===== config.mk =====
export PLATFORM = sky130hd
export DESIGN_NAME = matrix_tile_rotate_serializer_unit
export DESIGN_NICKNAME = d
export VERILOG_FILES = /design/src/sv/mtrs_pkg.sv /design/src/sv/matrix_tile_rotate_serializer_unit.sv
export SDC_FILE = /design/constraint.sdc
export NUM_CORES = 1
export LEC_CHECK = 0
export BUFFER_PORTS_ARGS = -buffer_cell sky130_fd_sc_hd__buf_2
export CELL_PAD_IN_SITES_DETAIL_PLACEMENT = 0
export CELL_PAD_IN_SITES_GLOBAL_PLACEMENT = 1
export CORE_ASPECT_RATIO = 0.7
export CORE_MARGIN = 2
export CORE_UTILIZATION = 40
export DETAILED_ROUTE_END_ITERATION = 6
export GPL_TIMING_DRIVEN = 0
export HOLD_SLACK_MARGIN = 0.05
export PLACE_DENSITY_LB_ADDON = 0.08
export SLEW_MARGIN = 0
export SYNTH_ARGS = -nofsm -noshare
export SYNTH_HDL_FRONTEND = slang
export SYNTH_SLANG_ARGS = --single-unit

===== constraint.sdc =====
create_clock -name clk -period 4.45 [get_ports clk]
set_clock_uncertainty 0.1 [all_clocks]
set_input_delay 0.445 -clock clk [delete_from_list [all_inputs] [get_ports clk]]
set_output_delay 0.445 -clock clk [all_outputs]
set_load 0.02 [all_outputs]

===== src/sv/mtrs_pkg.sv =====
`default_nettype none
// ----------------------------------------------------------------------------
// mtrs_pkg
// Types, constants and the column-forming function of the tile serializer.
// ----------------------------------------------------------------------------
package mtrs_pkg;

  localparam int unsigned MAX_CHIPS = 8;

  localparam int unsigned CFG_IDX_W  = 2;
  localparam int unsigned CFG_DATA_W = 4;

  localparam logic [CFG_IDX_W-1:0] CFG_ORIENTATION = 2'd0;
  localparam logic [CFG_IDX_W-1:0] CFG_FLIP_H      = 2'd1;
  localparam logic [CFG_IDX_W-1:0] CFG_INVERT      = 2'd2;
  localparam logic [CFG_IDX_W-1:0] CFG_CHIP_COUNT  = 2'd3;

  localparam logic [3:0] CHIP_COUNT_RESET = 4'd4;
  localparam logic [3:0] NOOP_ADDR        = 4'h0;
  localparam logic [7:0] NOOP_VALUE       = 8'h00;

  typedef enum logic [1:0] {
    ORIENT_TRANSPOSE = 2'd0,
    ORIENT_DIRECT    = 2'd1,
    ORIENT_MIRROR    = 2'd2,
    ORIENT_REVERSE   = 2'd3
  } orient_t;

  typedef logic [7:0][7:0] tile_t;

  function automatic logic [7:0] bit_rev8(logic [7:0] v);
    logic [7:0] r;
    for (int i = 0; i < 8; i++) begin
      r[3'(7 - i)] = v[i];
    end
    return r;
  endfunction

  function automatic logic [7:0] col_byte(tile_t rows, logic [2:0] col, orient_t orient,
                                          logic flip, logic inv);
    logic [7:0] t;
    logic [7:0] b;
    t = '0;
    case (orient)
      ORIENT_TRANSPOSE: begin
        for (int r = 0; r < 8; r++) begin
          t[3'(7 - r)] = rows[r][col];
        end
        b = flip ? bit_rev8(t) : t;
      end
      ORIENT_DIRECT: begin
        b = rows[col];
      end
      ORIENT_MIRROR: begin
        for (int r = 0; r < 8; r++) begin
          t[r] = rows[r][~col];
        end
        b = flip ? bit_rev8(t) : t;
      end
      default: begin
        b = bit_rev8(rows[~col]);
      end
    endcase
    return inv ? ~b : b;
  endfunction

endpackage : mtrs_pkg
`default_nettype wire


===== src/sv/matrix_tile_rotate_serializer_unit.sv =====
`default_nettype none
// An accepted tile is registered into the work registers, and each of its words
// then into the out_* registers. Throughput: one word per cycle unless out_stall
// holds the output; a tile is 8 * max(target_chip + 1, min(chip_count, 8)) words.
// The next tile is taken in the cycle its predecessor's last word goes out.
// Reset: synchronous, active low; clears handshake state and restores the
// configuration registers (orientation 0, no flip, no invert, four chips).
// ----------------------------------------------------------------------------
// matrix_tile_rotate_serializer_unit
// Forms eight column bytes of an 8x8 tile and streams them as register words
// framed for a daisy chain of matrix driver chips.
// ----------------------------------------------------------------------------
module matrix_tile_rotate_serializer_unit (
  input  wire logic                            clk,
  input  wire logic                            rst_n,
  input  wire logic                            cfg_we,
  input  wire logic [mtrs_pkg::CFG_IDX_W-1:0]  cfg_index,
  input  wire logic [mtrs_pkg::CFG_DATA_W-1:0] cfg_data,
  input  wire logic                            in_valid,
  output      logic                            in_stall,
  input  wire logic [2:0]                      in_target_chip,
  input  wire logic [7:0]                      in_row_0,
  input  wire logic [7:0]                      in_row_1,
  input  wire logic [7:0]                      in_row_2,
  input  wire logic [7:0]                      in_row_3,
  input  wire logic [7:0]                      in_row_4,
  input  wire logic [7:0]                      in_row_5,
  input  wire logic [7:0]                      in_row_6,
  input  wire logic [7:0]                      in_row_7,
  output      logic                            out_valid,
  input  wire logic                            out_stall,
  output      logic [3:0]                      out_reg_address,
  output      logic [7:0]                      out_reg_value,
  output      logic                            out_frame_end,
  output      logic                            out_last
);
  import mtrs_pkg::*;

  orient_t    orient_r;
  logic       flip_r;
  logic       inv_r;
  logic [3:0] chip_count_r;

  logic       work_valid_r;
  tile_t      cols_r;
  logic [2:0] target_r;
  logic [2:0] frame_last_r;
  logic [2:0] col_r;
  logic [2:0] pos_r;

  logic       out_valid_r;
  logic [3:0] out_addr_r;
  logic [7:0] out_value_r;
  logic       out_fend_r;
  logic       out_last_r;

  tile_t      rows;
  tile_t      cols_nxt;
  logic [3:0] count;
  logic [2:0] frame_last_nxt;
  logic       emit;
  logic       accept;
  logic       word_fend;
  logic       word_last;
  logic       word_data;

  assign rows = {in_row_7, in_row_6, in_row_5, in_row_4,
                 in_row_3, in_row_2, in_row_1, in_row_0};

  always_comb begin
    for (int c = 0; c < 8; c++) begin
      cols_nxt[c] = col_byte(rows, 3'(c), orient_r, flip_r, inv_r);
    end
  end

  assign count = (chip_count_r > 4'(MAX_CHIPS)) ? 4'(MAX_CHIPS) : chip_count_r;
  assign frame_last_nxt = (count > ({1'b0, in_target_chip} + 4'd1)) ?
                          3'(count - 4'd1) : in_target_chip;

  assign emit      = work_valid_r && (!out_valid_r || !out_stall);
  assign word_data = (pos_r == target_r);
  assign word_fend = (pos_r == frame_last_r);
  assign word_last = word_fend && (col_r == 3'd7);
  assign in_stall  = work_valid_r && !(emit && word_last);
  assign accept    = in_valid && !in_stall;

  always_ff @(posedge clk) begin
    if (!rst_n) begin
      orient_r     <= ORIENT_TRANSPOSE;
      flip_r       <= 1'b0;
      inv_r        <= 1'b0;
      chip_count_r <= CHIP_COUNT_RESET;
    end else if (cfg_we) begin
      unique case (cfg_index)
        CFG_ORIENTATION: orient_r     <= orient_t'(cfg_data[1:0]);
        CFG_FLIP_H:      flip_r       <= cfg_data[0];
        CFG_INVERT:      inv_r        <= cfg_data[0];
        CFG_CHIP_COUNT:  chip_count_r <= cfg_data;
        default:         ;
      endcase
    end
  end

  always_ff @(posedge clk) begin
    if (!rst_n) begin
      work_valid_r <= 1'b0;
    end else if (accept) begin
      work_valid_r <= 1'b1;
    end else if (emit && word_last) begin
      work_valid_r <= 1'b0;
    end
  end

  always_ff @(posedge clk) begin
    if (accept) begin
      cols_r       <= cols_nxt;
      target_r     <= in_target_chip;
      frame_last_r <= frame_last_nxt;
      col_r        <= 3'd0;
      pos_r        <= 3'd0;
    end else if (emit) begin
      if (word_fend) begin
        pos_r <= 3'd0;
        col_r <= col_r + 3'd1;
      end else begin
        pos_r <= pos_r + 3'd1;
      end
    end
  end

  always_ff @(posedge clk) begin
    if (!rst_n) begin
      out_valid_r <= 1'b0;
    end else if (!out_valid_r || !out_stall) begin
      out_valid_r <= work_valid_r;
    end
  end

  always_ff @(posedge clk) begin
    if (emit) begin
      out_addr_r  <= word_data ? ({1'b0, col_r} + 4'd1) : NOOP_ADDR;
      out_value_r <= word_data ? cols_r[col_r] : NOOP_VALUE;
      out_fend_r  <= word_fend;
      out_last_r  <= word_last;
    end
  end

  assign out_valid       = out_valid_r;
  assign out_reg_address = out_addr_r;
  assign out_reg_value   = out_value_r;
  assign out_frame_end   = out_fend_r;
  assign out_last        = out_last_r;

endmodule : matrix_tile_rotate_serializer_unit
`default_nettype wire


Yosys cells after proc, flatten, opt, wreduce, memory -nomap -nowiden --
Cells that the tools add are included.
Word-level totals: register bits after elaboration 100, bits of input ports 78, output and inout bits 16, word-level logic and storage cells 103
Operators by class: add/subtract/negate cells 5, order comparisons 3, eq/ne operators 8, multiplexer cells 39, bitwise operators 8, reductions and logical operators 18
Operators by type and width (number):
- $mux 8 | 25
- $pmux 8 s3 | 8
- $not 8->8 | 8
- $bmux 8 s3 | 1
- $reduce_and 2->1 | 5
- $add 3x1->4 const B | 2
- $add 3x1->3 const B | 2
- $eq 2x2->1 const B | 3
- $eq 3x3->1 | 2
- $mux 3 | 2
- $logic_and 1x1->1 | 5
- $eq 2x1->1 const B | 2
- $gt 4x4->1 | 1
- $gt 4x4->1 const B | 1
- $logic_not 1->1 | 4
- $logic_not 2->1 | 2
- $lt 3x4->1 const B | 1
- $mux 4 | 1
- $eq 3x3->1 const B | 1
- $sub 3x1->3 const B | 1
- $mux 1 | 2
- $reduce_bool 2->1 | 1
- $logic_or 1x1->1 | 1

Logic depth before layout (Yosys ltp) --
Gate-level depths: netlist of run 1.
depth in word-level cells 9, depth in mapped cells 7, gate-level depth less buffers 7

Least setup slack after synthesis of run 1 --
OpenSTA, ideal clock, no wires.
path kind flip-flop to flip-flop, start register frame_last_r[2], end register cols_r[0] (netlist bit) (enable), library setup time 499 ps, data arrival time 4038 ps, required time 3851 ps, path slack -187 ps, stages on the path, launching flop included 6, path buffers 0, period minus slack after synthesis 4637 ps, cells stage by stage edfxtp_1 > xnor2_1 > nand3_2 > inv_2 > a31oi_1 > nor2_1
Between the ends: cells in the longest elaborated chain, start to end 7
RTL lines:
- start, declared | line matrix_tile_rotate_serializer_unit.sv:47 | logic [2:0] frame_last_r;
- start signal, assigned | line matrix_tile_rotate_serializer_unit.sv:118 | frame_last_r <= frame_last_nxt;
- $eq 3x3->1 | line matrix_tile_rotate_serializer_unit.sv:82 | assign word_fend = (pos_r == frame_last_r);
- net word_fend | line matrix_tile_rotate_serializer_unit.sv:63 | logic word_fend;
- $logic_and 1x1->1 | line matrix_tile_rotate_serializer_unit.sv:83 | assign word_last = word_fend && (col_r == 3'd7);
- $logic_and 1x1->1 | line matrix_tile_rotate_serializer_unit.sv:84 | assign in_stall = work_valid_r && !(emit && word_last);
- $logic_not 1->1 | line matrix_tile_rotate_serializer_unit.sv:84
- $logic_and 1x1->1 | line matrix_tile_rotate_serializer_unit.sv:84
- net in_stall | line matrix_tile_rotate_serializer_unit.sv:20 | output logic in_stall,
- $logic_not 1->1 | line matrix_tile_rotate_serializer_unit.sv:85 | assign accept = in_valid && !in_stall;
- $logic_and 1x1->1 | line matrix_tile_rotate_serializer_unit.sv:85
- net accept | line matrix_tile_rotate_serializer_unit.sv:62 | logic accept;
- end signal, assigned | line matrix_tile_rotate_serializer_unit.sv:116 | cols_r <= cols_nxt;
- end, declared | line matrix_tile_rotate_serializer_unit.sv:45 | tile_t cols_r;
The timed path passes the listed nets, and every way through them passes these cells. A chain may end at the register's enable or synchronous reset.

Worst setup path after layout of run 1 --
start register pos_r[0], end register cols_r[59] (netlist bit) (enable)
Between the ends: cells in the longest elaborated chain, start to end 7
RTL lines:
- start, declared | line matrix_tile_rotate_serializer_unit.sv:49 | logic [2:0] pos_r;
- start signal, assigned | line matrix_tile_rotate_serializer_unit.sv:126 | pos_r <= pos_r + 3'd1;
- $eq 3x3->1 | line matrix_tile_rotate_serializer_unit.sv:82
- net word_fend | line matrix_tile_rotate_serializer_unit.sv:63
- $logic_and 1x1->1 | line matrix_tile_rotate_serializer_unit.sv:83
- $logic_and 1x1->1 | line matrix_tile_rotate_serializer_unit.sv:84
- $logic_not 1->1 | line matrix_tile_rotate_serializer_unit.sv:84
- $logic_and 1x1->1 | line matrix_tile_rotate_serializer_unit.sv:84
- $logic_not 1->1 | line matrix_tile_rotate_serializer_unit.sv:85
- $logic_and 1x1->1 | line matrix_tile_rotate_serializer_unit.sv:85
- net accept | line matrix_tile_rotate_serializer_unit.sv:62
The timed path passes the listed nets, and every way through them passes these cells.

==> results.md, run 1 <==
- Flops & latches, synth: 100
- Crit path max fanout: 33
- H-tree levels: 3
- Routed WL per cell: 22.4 um
- Layout cell share with drive strength beyond 1: 32.6%
- Worst-Margin Slew: 1.14 ns
- # clock sinks: 100
- Die area: 0.0170 mm2
- Reg2reg start: pos_r[0]
- Final cell area excluding filler cells: 0.00742 mm2
- Remaining DRCs: 0
- Total CTS buffers: 9
- Crit-path slowest cell: dfxtp_1
- Tcrit/Tclk final: 55.5%
- Setup slack at placement: 1.87 ns
- Achievable Freq: 405 MHz
- Critical Setup Path Class: reg -> reg
- Effective utilization at floorplan: 41.0%
- Data arrival time of the worst path: 2.41 ns
- Slew Limit Headroom: 23.5%
- Worst-Skew Late Latency: 0.34 ns
- Longest Clk Path Bufs: 2
- Core area: 0.0155 mm2
- Total wire length: 19600 um
- Clock transition at path regs: 0.07 ns
- IO Count: 94
- Most frequent cells in the layout: buf_2, edfxtp_1, nor2_1
- Leak Pwr: 2.75 nW
- Ys Warns: 0
- Worst hold endpoint: chip_count_r[2]
- Remaining Overflow, GRT: 0
- Register area share after synthesis: 44.6%
- Largest net degree at the start of global routing: 34
- Die X: 155 um
- Clock tree from TritonCTS: built
- Final Wtd Congestion: 0.907
- CP Data Required Time: 4.39 ns
- Vias: 4976
- Crit path capture type: flop
- First-pass GRT wire length: 29500 um
- Commonest non-fill, non-tap cell in the layout: buf_2
- Tot GR Track Use: 23.8%
- Placed Area: 0.00714 mm2
- Root Buffer: clkbuf_16
- Ys async rst share: 0%
- Max cap viols: 0
- Via density: 5.68
- Power Density: 325 mW/mm2
- RSZ-0062 raised after global routing: false
- Synthesized cell area: 0.00637 mm2
- Status: finished clean
- Hold Crit Class: in -> reg
- Post-DP HPWL: 14700 um
- Worst VDD drop: 0.229 mV
- Post-CTS Repair Setup Buffers: 0
- Fin util: 47.7%
- Cell depth of the worst flop-to-flop path: 7
- Worst R2R Setup Slack: 1.98 ns
- Tot Pwr: 2.41 mW
- Vias in the first global route: 4755
- Hold Path Depth: 3
- Critical Path Max Stage Delay: 0.46 ns
- CTS Hold Bufs: 0
- Synthesized instance count: 565
- Cell row count: 38
- DR iter-0 viols: 480
- Fin. max-slew vios: 0
- Syn nets: 652
- Post-Syn Area per Cell: 11.3 um2
- Post-synth top flop: edfxtp_1
- DRT antenna net count: 0
- Antenna violations before repair: 1
- Hold Startpoint: cfg_data[2]
- Chip height: 110 um
- IO buf count: 92
- Setup_tns: 0 ns
- Synth-to-layout area growth: 16.5%
- Post_cts resized: 0
- Final worst slack: 1.98 ns
- Cell variety after synth: 48
- EDFF count, synth: 84
- Critical Path, Cell by Cell: xnor2_1 -> nand3_2 -> inv_2 -> a31oi_1 -> nor2_4 -> buf_16 -> buf_12
- CP Launch Type: flop
- Worst r2r dst: cols_r[59]
- Layout Nets: 757
- Final setup fails: 0
- Hold Fails Final Rpt: 0
- Period minus WS final: 2.47 ns
- TritonRoute pass-1 iters: 5
==> how the worst max path moves through the flow <==
stage	startpoint	end	slack, ns	cells past startpoint
after floorplan	frame_last_r[2]	cols_r[0]	0.99	5
after global placement	pos_r[0]	cols_r[38]	0.26	5
after detailed placement	in_target_chip[0]	frame_last_r[0]	1.87	8
after CTS	pos_r[0]	cols_r[52]	1.99	7
after global routing	pos_r[0]	cols_r[62]	1.79	7
final	pos_r[0]	cols_r[59]	1.98	7
==> critical path, delay by kind of cell (launching register included) <==
| family | cells | cell delay (ns) |
|---|---|---|
| XOR/XNOR | 1 | 0.19 |
| buffers and inverters | 3 | 0.58 |
| AO/OA/AOI/OAI | 1 | 0.18 |
| AND/OR/NAND/NOR | 2 | 0.62 |
| flip-flops | 1 | 0.46 |
==> layer usage <==
layer | GRT usage (%) | up-vias | wire length, um
li1 | - | 2299 | -
met1 | 37.4 | 2439 | 9900
met2 | 32.3 | 224 | 7880
met3 | 6.66 | 14 | 1690
met4 | 4.50 | 0 | 168
met5 | 0 | - | 0
==> synth_stat cells, types with 3 or more instances <==
library cell	number	share of area [%]
edfxtp_1	84	40
nor2_1	49	2.9
xnor2_1	40	5.5
nand2_1	37	2.2
xor2_1	31	4.3
a22oi_2	30	5.9
a21oi_1	27	2.1
buf_2	27	2.1
nor3b_1	25	2.9
mux2_2	24	4.2
o22ai_1	24	2.4
mux2i_1	20	3.1
dfxtp_1	16	5.0
mux4_2	16	5.7
clkbuf_1	12	0.71
inv_1	12	0.71
nand3_1	12	0.94
nor2b_1	10	0.98
ha_1	9	1.8
a31oi_1	8	0.79
o21ai_0	8	0.63
a32oi_1	6	0.82
buf_4	3	0.35
buf_6	3	0.53
nand2b_1	3	0.29
==> area by class of cell <==
| cell class | instances | area (um2) |
|---|---|---|
| Tap cell | 200 | 250 |
| Buffer | 47 | 245 |
| Multi-Input combinational cell | 405 | 3240 |
| Clock inverter | 6 | 55.1 |
| Clock buffer | 10 | 229 |
| Timing Repair Buffer | 94 | 508 |
| Inverter | 13 | 48.8 |
| Antenna cell | 1 | 2.50 |
| Fill cell | 1482 | 8130 |
| Sequential cell | 100 | 2840 |
==> metrics by stage <==
| step | hold slack [ns] | cells |
|---|---|---|
| global route | 0.218 | 875 |
| floorplan | 0.336 | 565 |
| global placement | 0.354 | 857 |
| detailed placement | 0.365 | 859 |
| finish | 0.210 | 876 |
| CTS | 0.206 | 875 |
==> power breakdown <==
group,internal (mW),leakage (nW),switching (mW)
combinational,0.218,1.67,0.301
clock,0.391,0.133,0.370
sequential,1.10,0.947,0.0291
total,1.71,2.75,0.700
==> flip-flops by register name, summed over array words and instances (netlist names) <==
signal and cells:
orient_r 2, target_r 3, flip_r 1, out_frame_end 1, out_last 1, frame_last_r 3
out_reg_address 4, col_r 3, cols_r 64, inv_r 1, out_reg_value 8, pos_r 3
chip_count_r 4, out_valid 1, work_valid_r 1
==> cell families after synthesis <==
kind of cell	Yosys count	share of synthesized area [%]
buffers and inverters	60	4.62
AO/OA/AOI/OAI	117	14.5
multiplexers	61	13.2
adder cells (fa/ha/maj)	9	1.77
flip-flops	100	44.6
XOR/XNOR	72	10.0
AND/OR/NAND/NOR	146	11.2
Note: power is estimated with default switching activity, not from simulation.
==> inputs of run 2 (changes only) <==
clock period = 2.13 ns   (was 4.45 ns; I/O delays follow)
==> results.md, run 2 (synthesis gave the netlist of run 1 again) <==
- Core area: 0.0155 mm2
- Routed WL per cell: 21.8 um
- Vias: 4961
- Fin util: 48.7%
- Clock tree from TritonCTS: built
- M2 GR Usage: 33.2%
- Chip height: 110 um
- Largest net degree at the start of global routing: 36
- Die X: 155 um
- Multi-input logic area: 0.00331 mm2
- Antenna violations before repair: 0
- Total CTS buffers: 9
- Worst VDD drop: 0.410 mV
- Most frequent cells in the layout: buf_2, edfxtp_1, nor2_1
- Hold Startpoint: cfg_data[1]
- DRT antenna net count: 0
- Worst hold endpoint: chip_count_r[1]
- TritonRoute pass-1 iters: 4
- Layout Nets: 765
- Leak Pwr: 2.83 nW
- Final setup fails: 0
- Cell depth of the worst flop-to-flop path: 7
- # clock sinks: 100
- Worst-Skew Late Latency: 0.35 ns
- Period minus WS final: 2.08 ns
- Worst r2r dst: cols_r[48]
- Total wire length: 19200 um
- Tot GR Track Use: 23.7%
- Data arrival time of the worst path: 2.06 ns
- Remaining Overflow, GRT: 0
- Via density: 5.62
- Final cell area excluding filler cells: 0.00758 mm2
- H-tree levels: 3
- Cell row count: 38
- Critical Setup Path Class: reg -> reg
- Worst-Margin Slew: 0.768 ns
- Worst R2R Setup Slack: 0.05 ns
- Slew Limit Headroom: 48.8%
- Reg2reg start: orient_r[0]
- First-pass GRT wire length: 29600 um
- Max FFs per register: 64
- Crit path max fanout: 10
- CP Launch Type: flop
- Final Wtd Congestion: 0.961
- Effective utilization at floorplan: 41.0%
- Post-DP HPWL: 14700 um
- Grt peak-use layer: met1
- Die area: 0.0170 mm2
- Fillers: 1447
- Hold Fails Final Rpt: 0
- Final non-filler cell total: 883
- Fin. max-slew vios: 0
- Register area: 0.00285 mm2
- Placed Area: 0.00717 mm2
- Vias in the first global route: 4716
- CP Data Required Time: 2.11 ns
- IO buf count: 92
- Clock transition at path regs: 0.07 ns
- Tcrit/Tclk final: 97.7%
- Antenna fix cells: 0
- IO Count: 94
- Met3 Use GR: 3.59%
- Remaining DRCs: 0
- Largest Register: cols_r
- Hold Crit Class: in -> reg
- Met1 usage: 38.0%
- Power Density: 672 mW/mm2
- Hold Path Depth: 3
- Status: finished clean
- Achievable Freq: 481 MHz
- Synth-to-layout area growth: 19.0%
- Longest Clk Path Bufs: 2
- DR iter-0 viols: 370
- RSZ-0062 raised after global routing: false
- Crit path capture type: flop
- Commonest non-fill, non-tap cell in the layout: buf_2
- Layout cell share with drive strength beyond 1: 35.3%
- Max cap viols: 0
- Tot Pwr: 5.09 mW
- Placed insts: 859
- Root Buffer: clkbuf_16
[run 2: cell types whose count changed in the layout (fill, tap and decap cells not counted), moves of 3 or more]
cell and change:
clkbuf_1 -4, a21oi_1 -3, clkbuf_2 +3, dfxtp_1 -4, dlygate4sd3_1 +6, buf_4 +3
dfxtp_2 +4, a21oi_2 +3
[run 2: worst max-delay path, stage by stage (launching register included)]
cell	delay, ns
dfxtp_1	0.29
buf_2	0.17
nand2_1	0.10
buf_2	0.27
buf_2	0.31
nor2_1	0.06
a21oi_1	0.37
xor2_1	0.14
[run 2: how the worst max path moves through the flow]
| stage | start | to | slack, ns | cells past startpoint |
|---|---|---|---|---|
| after CTS | orient_r[1] | cols_r[57] | 0.02 | 6 |
| after detailed placement | in_target_chip[0] | frame_last_r[0] | -0.19 | 8 |
| final | orient_r[0] | cols_r[48] | 0.05 | 7 |
| after global placement | frame_last_r[1] | cols_r[60] | -0.88 | 5 |
| after floorplan | frame_last_r[1] | cols_r[0] | -0.41 | 5 |
| after global routing | orient_r[1] | cols_r[25] | 0.002 | 7 |
[run 2: final cells by class]
type                            count  area share, %
Clock inverter                      6          0.743
Sequential cell                   100           37.6
Inverter                           13          0.644
Buffer                             46           3.24
Multi-Input combinational cell    405           43.7
Timing Repair Buffer              103           7.79
Tap cell                          200           3.30
Clock buffer                       10           3.02
[run 2: metal layers]
layer / part of all wire [%] / wire, um / vias up
met5: 0 / 0 / -
met4: 1.1 / 220 / 0
met3: 7.7 / 1480 / 14
met2: 40 / 7760 / 202
met1: 51 / 9790 / 2432
li1: - / - / 2313
[run 2: repair_timing]
action	CTS	global route
setup buffers	1	2
resized for setup	3	14
pin swaps	1	1
endpoints found under the setup margin	64	30
hold buffers	6	0
hold endpoints to repair	6	0
[run 2: power by group]
part           switching (mW)  total, mW  internal (mW)
combinational           0.637       1.13          0.491
sequential             0.0627       2.37           2.31
clock                   0.771       1.59          0.818
[run 2: stage by stage]
step	worst slack (ns)	TNS (ns)	hold WS (ns)
CTS	0.0174	0	0.0553
floorplan	-0.407	-28.48	0.212
detailed placement	-0.190	-5.61	0.331
global route	0.00165	0	0.0749
global placement	-0.881	-61.57	0.325
finish	0.0498	0	0.0561
==> inputs of run 3 (changes only) <==
ABC_AREA = 1   (was unset)
CORE_UTILIZATION = 39   (was 40)
==> results.md, run 3 <==
- Status: finished clean
- Largest Register: cols_r
- Vias: 6257
- Tot GR Track Use: 24.8%
- Critical Path Max Stage Delay: 0.61 ns
- Met3 Use GR: 4.00%
- Final setup fails: 0
- Max FFs per register: 64
- Hold Fails Final Rpt: 0
- Antenna fix cells: 0
- Longest Clk Path Bufs: 2
- Final Wtd Congestion: 0.963
- Tot Pwr: 5.26 mW
- Most frequent cells in the layout: nand2_1, buf_2, o21ai_0
- Most numerous cell in the Yosys netlist: nand2_1
- Most used cell, CP: buf_2
- Synthesized cell area: 0.00663 mm2
- DRT antenna net count: 0
- Layout cell share with drive strength beyond 1: 16.7%
- Die area: 0.0181 mm2
- CP Launch Type: flop
- Multi-input logic area: 0.00322 mm2
- Post-synth top flop: edfxtp_1
- Layout Nets: 1074
- M2 GR Usage: 33.5%
- Chip height: 113 um
- Synthesized instance count: 871
- Core area: 0.0165 mm2
- Max cap viols: 0
- Register area: 0.00285 mm2
- IO Count: 94
- Fillers: 1760
- Final worst slack: 0.115 ns
- DR iter-0 viols: 670
- Met1 usage: 41.0%
- Slew Limit Headroom: 52.0%
- Total wire length: 22200 um
- Crit path capture type: flop
- Hold Crit Class: in -> reg
- Total CTS buffers: 9
- Clock tree from TritonCTS: built
- Worst-Margin Slew: 0.714 ns
- Tcrit/Tclk final: 94.6%
- RSZ-0062 raised after global routing: false
- Largest net degree at the start of global routing: 42
- IO buf count: 93
- CP Data Required Time: 2.08 ns
- Synth-to-layout area growth: 18.7%
- Data arrival time of the worst path: 1.97 ns
- Routed WL per cell: 18.2 um
- Power Density: 668 mW/mm2
- Remaining DRCs: 0
- Post-DP HPWL: 17400 um
- Remaining Overflow, GRT: 0
- Achievable Freq: 496 MHz
- Antenna violations before repair: 0
- Post-Syn Area per Cell: 7.62 um2
- Root Buffer: clkbuf_16
- Critical Setup Path Class: reg -> reg
- Synth area leaders: edfxtp_1, nand2_1, o21ai_0, nand3_1, dfxtp_1
- Effective utilization at floorplan: 40.2%
- Syn nets: 958
- Grt peak-use layer: met1
- Ys async rst share: 0%
- Worst Path Buf+Inv: 2
- Register area share after synthesis: 42.9%
- Commonest non-fill, non-tap cell in the layout: nand2_1
- TritonRoute pass-1 iters: 5
- Cell variety after synth: 28
- Leak Pwr: 3.57 nW
- Crit-path slowest cell: o31ai_1
- Worst-Skew Late Latency: 0.35 ns
- Via density: 5.14
- Vias in the first global route: 5671
- Critical Path, Cell by Cell: buf_2 -> nand2_2 -> buf_2 -> o31ai_1 -> xor2_1
- Largest delay share family, worst path: compound AO/OA/AOI/OAI gates
- H-tree levels: 3
- Ys Warns: 0
- Clock transition at path regs: 0.07 ns
- Fin. max-slew vios: 0
- Fin util: 47.7%
- Worst VDD drop: 0.365 mV
- Synth top cells by count: nand2_1, o21ai_0, edfxtp_1
- Die X: 160 um
- Post-synth top area share: 38.0%
- Flops & latches, synth: 100
- Period minus WS final: 2.01 ns
- Crit path max fanout: 10
- First-pass GRT wire length: 33700 um
- # clock sinks: 100
- Cell row count: 39
- Cell accounting for the most synthesized area: edfxtp_1
- Setup slack at placement: -0.346 ns
- EDFF count, synth: 84
## run 3: cell types whose count changed in the layout (fill, tap and decap cells not counted), moves of 30 or more
| cell | change |
|---|---|
| a22oi_2 | -30 |
| inv_1 | +70 |
| xnor2_1 | -34 |
| nand2_1 | +190 |
| o21ai_0 | +97 |
| nand3_1 | +63 |
## run 3: timing repair
item	CTS	global route
resized for setup	3	11
hold buffers	9	0
gates cloned	1	1
buffers inserted	1	0
endpoints found under the hold margin	10	0
setup endpoints to repair	72	80
## run 3: path summary, 6_finish.rpt
| check | startpoint | endpoint | slack (ns) | cells past startpoint |
|---|---|---|---|---|
| setup / recovery | orient_r[1] | cols_r[54] | 0.12 | 5 |
| hold / removal | cfg_data[1] | orient_r[1] | 0.07 | 3 |
| setup reg to reg | orient_r[1] | cols_r[54] | 0.12 | 5 |
| hold reg to reg | chip_count_r[0] | chip_count_r[0] | 0.35 | 2 |
## run 3: per-layer routing
layer / routed length, um / part of all wire, %
met1: 11700 / 52
met2: 8630 / 39
met3: 1800 / 8.1
met4: 125 / 0.56
met5: 0 / 0
## run 3: final cells by class
class	instances	share of cell area, %
sequential	100	36.2
tap	225	3.58
inverter	90	4.50
timing repair buffer	105	7.77
buffer	53	3.37
clock buffer	9	2.86
timing repair inverter	1	0.0954
clock inverter	7	0.731
multi-input combinational	627	40.9
## run 3: stage by stage
step	instances	area, um2	hold slack, ns	setup TNS [ns]
after global routing	1217	7870	0.0889	0
after global placement	1189	7420	0.345	-57.84
after floorplan	871	6680	0.198	-22.95
after CTS	1217	7830	0.0553	0
after detailed placement	1190	7440	0.347	-16.36
final	1217	7870	0.0700	0
## run 3: cell families (layout without fill, tap and decap cells)
group	Yosys count	in the layout	share of synthesized area (%)
fa+ha+maj	9	9	1.70
simple gates	384	384	23.6
compound gates	194	194	17.5
buf+inv	144	265	9.07
xor+xnor	40	40	5.28
flops	100	100	42.9
## run 3: tightest hold or removal path, cell delays in order
cell	delay, ns
buf_2	0.09
o21ai_0	0.07
a21oi_1	0.10
## run 3: power breakdown
group	total, mW	switching, mW	leakage (nW)	internal [mW]
Clock	1.58	0.764	0.136	0.812
Sequential	2.39	0.0542	0.952	2.33
Combinational	1.29	0.878	2.48	0.417
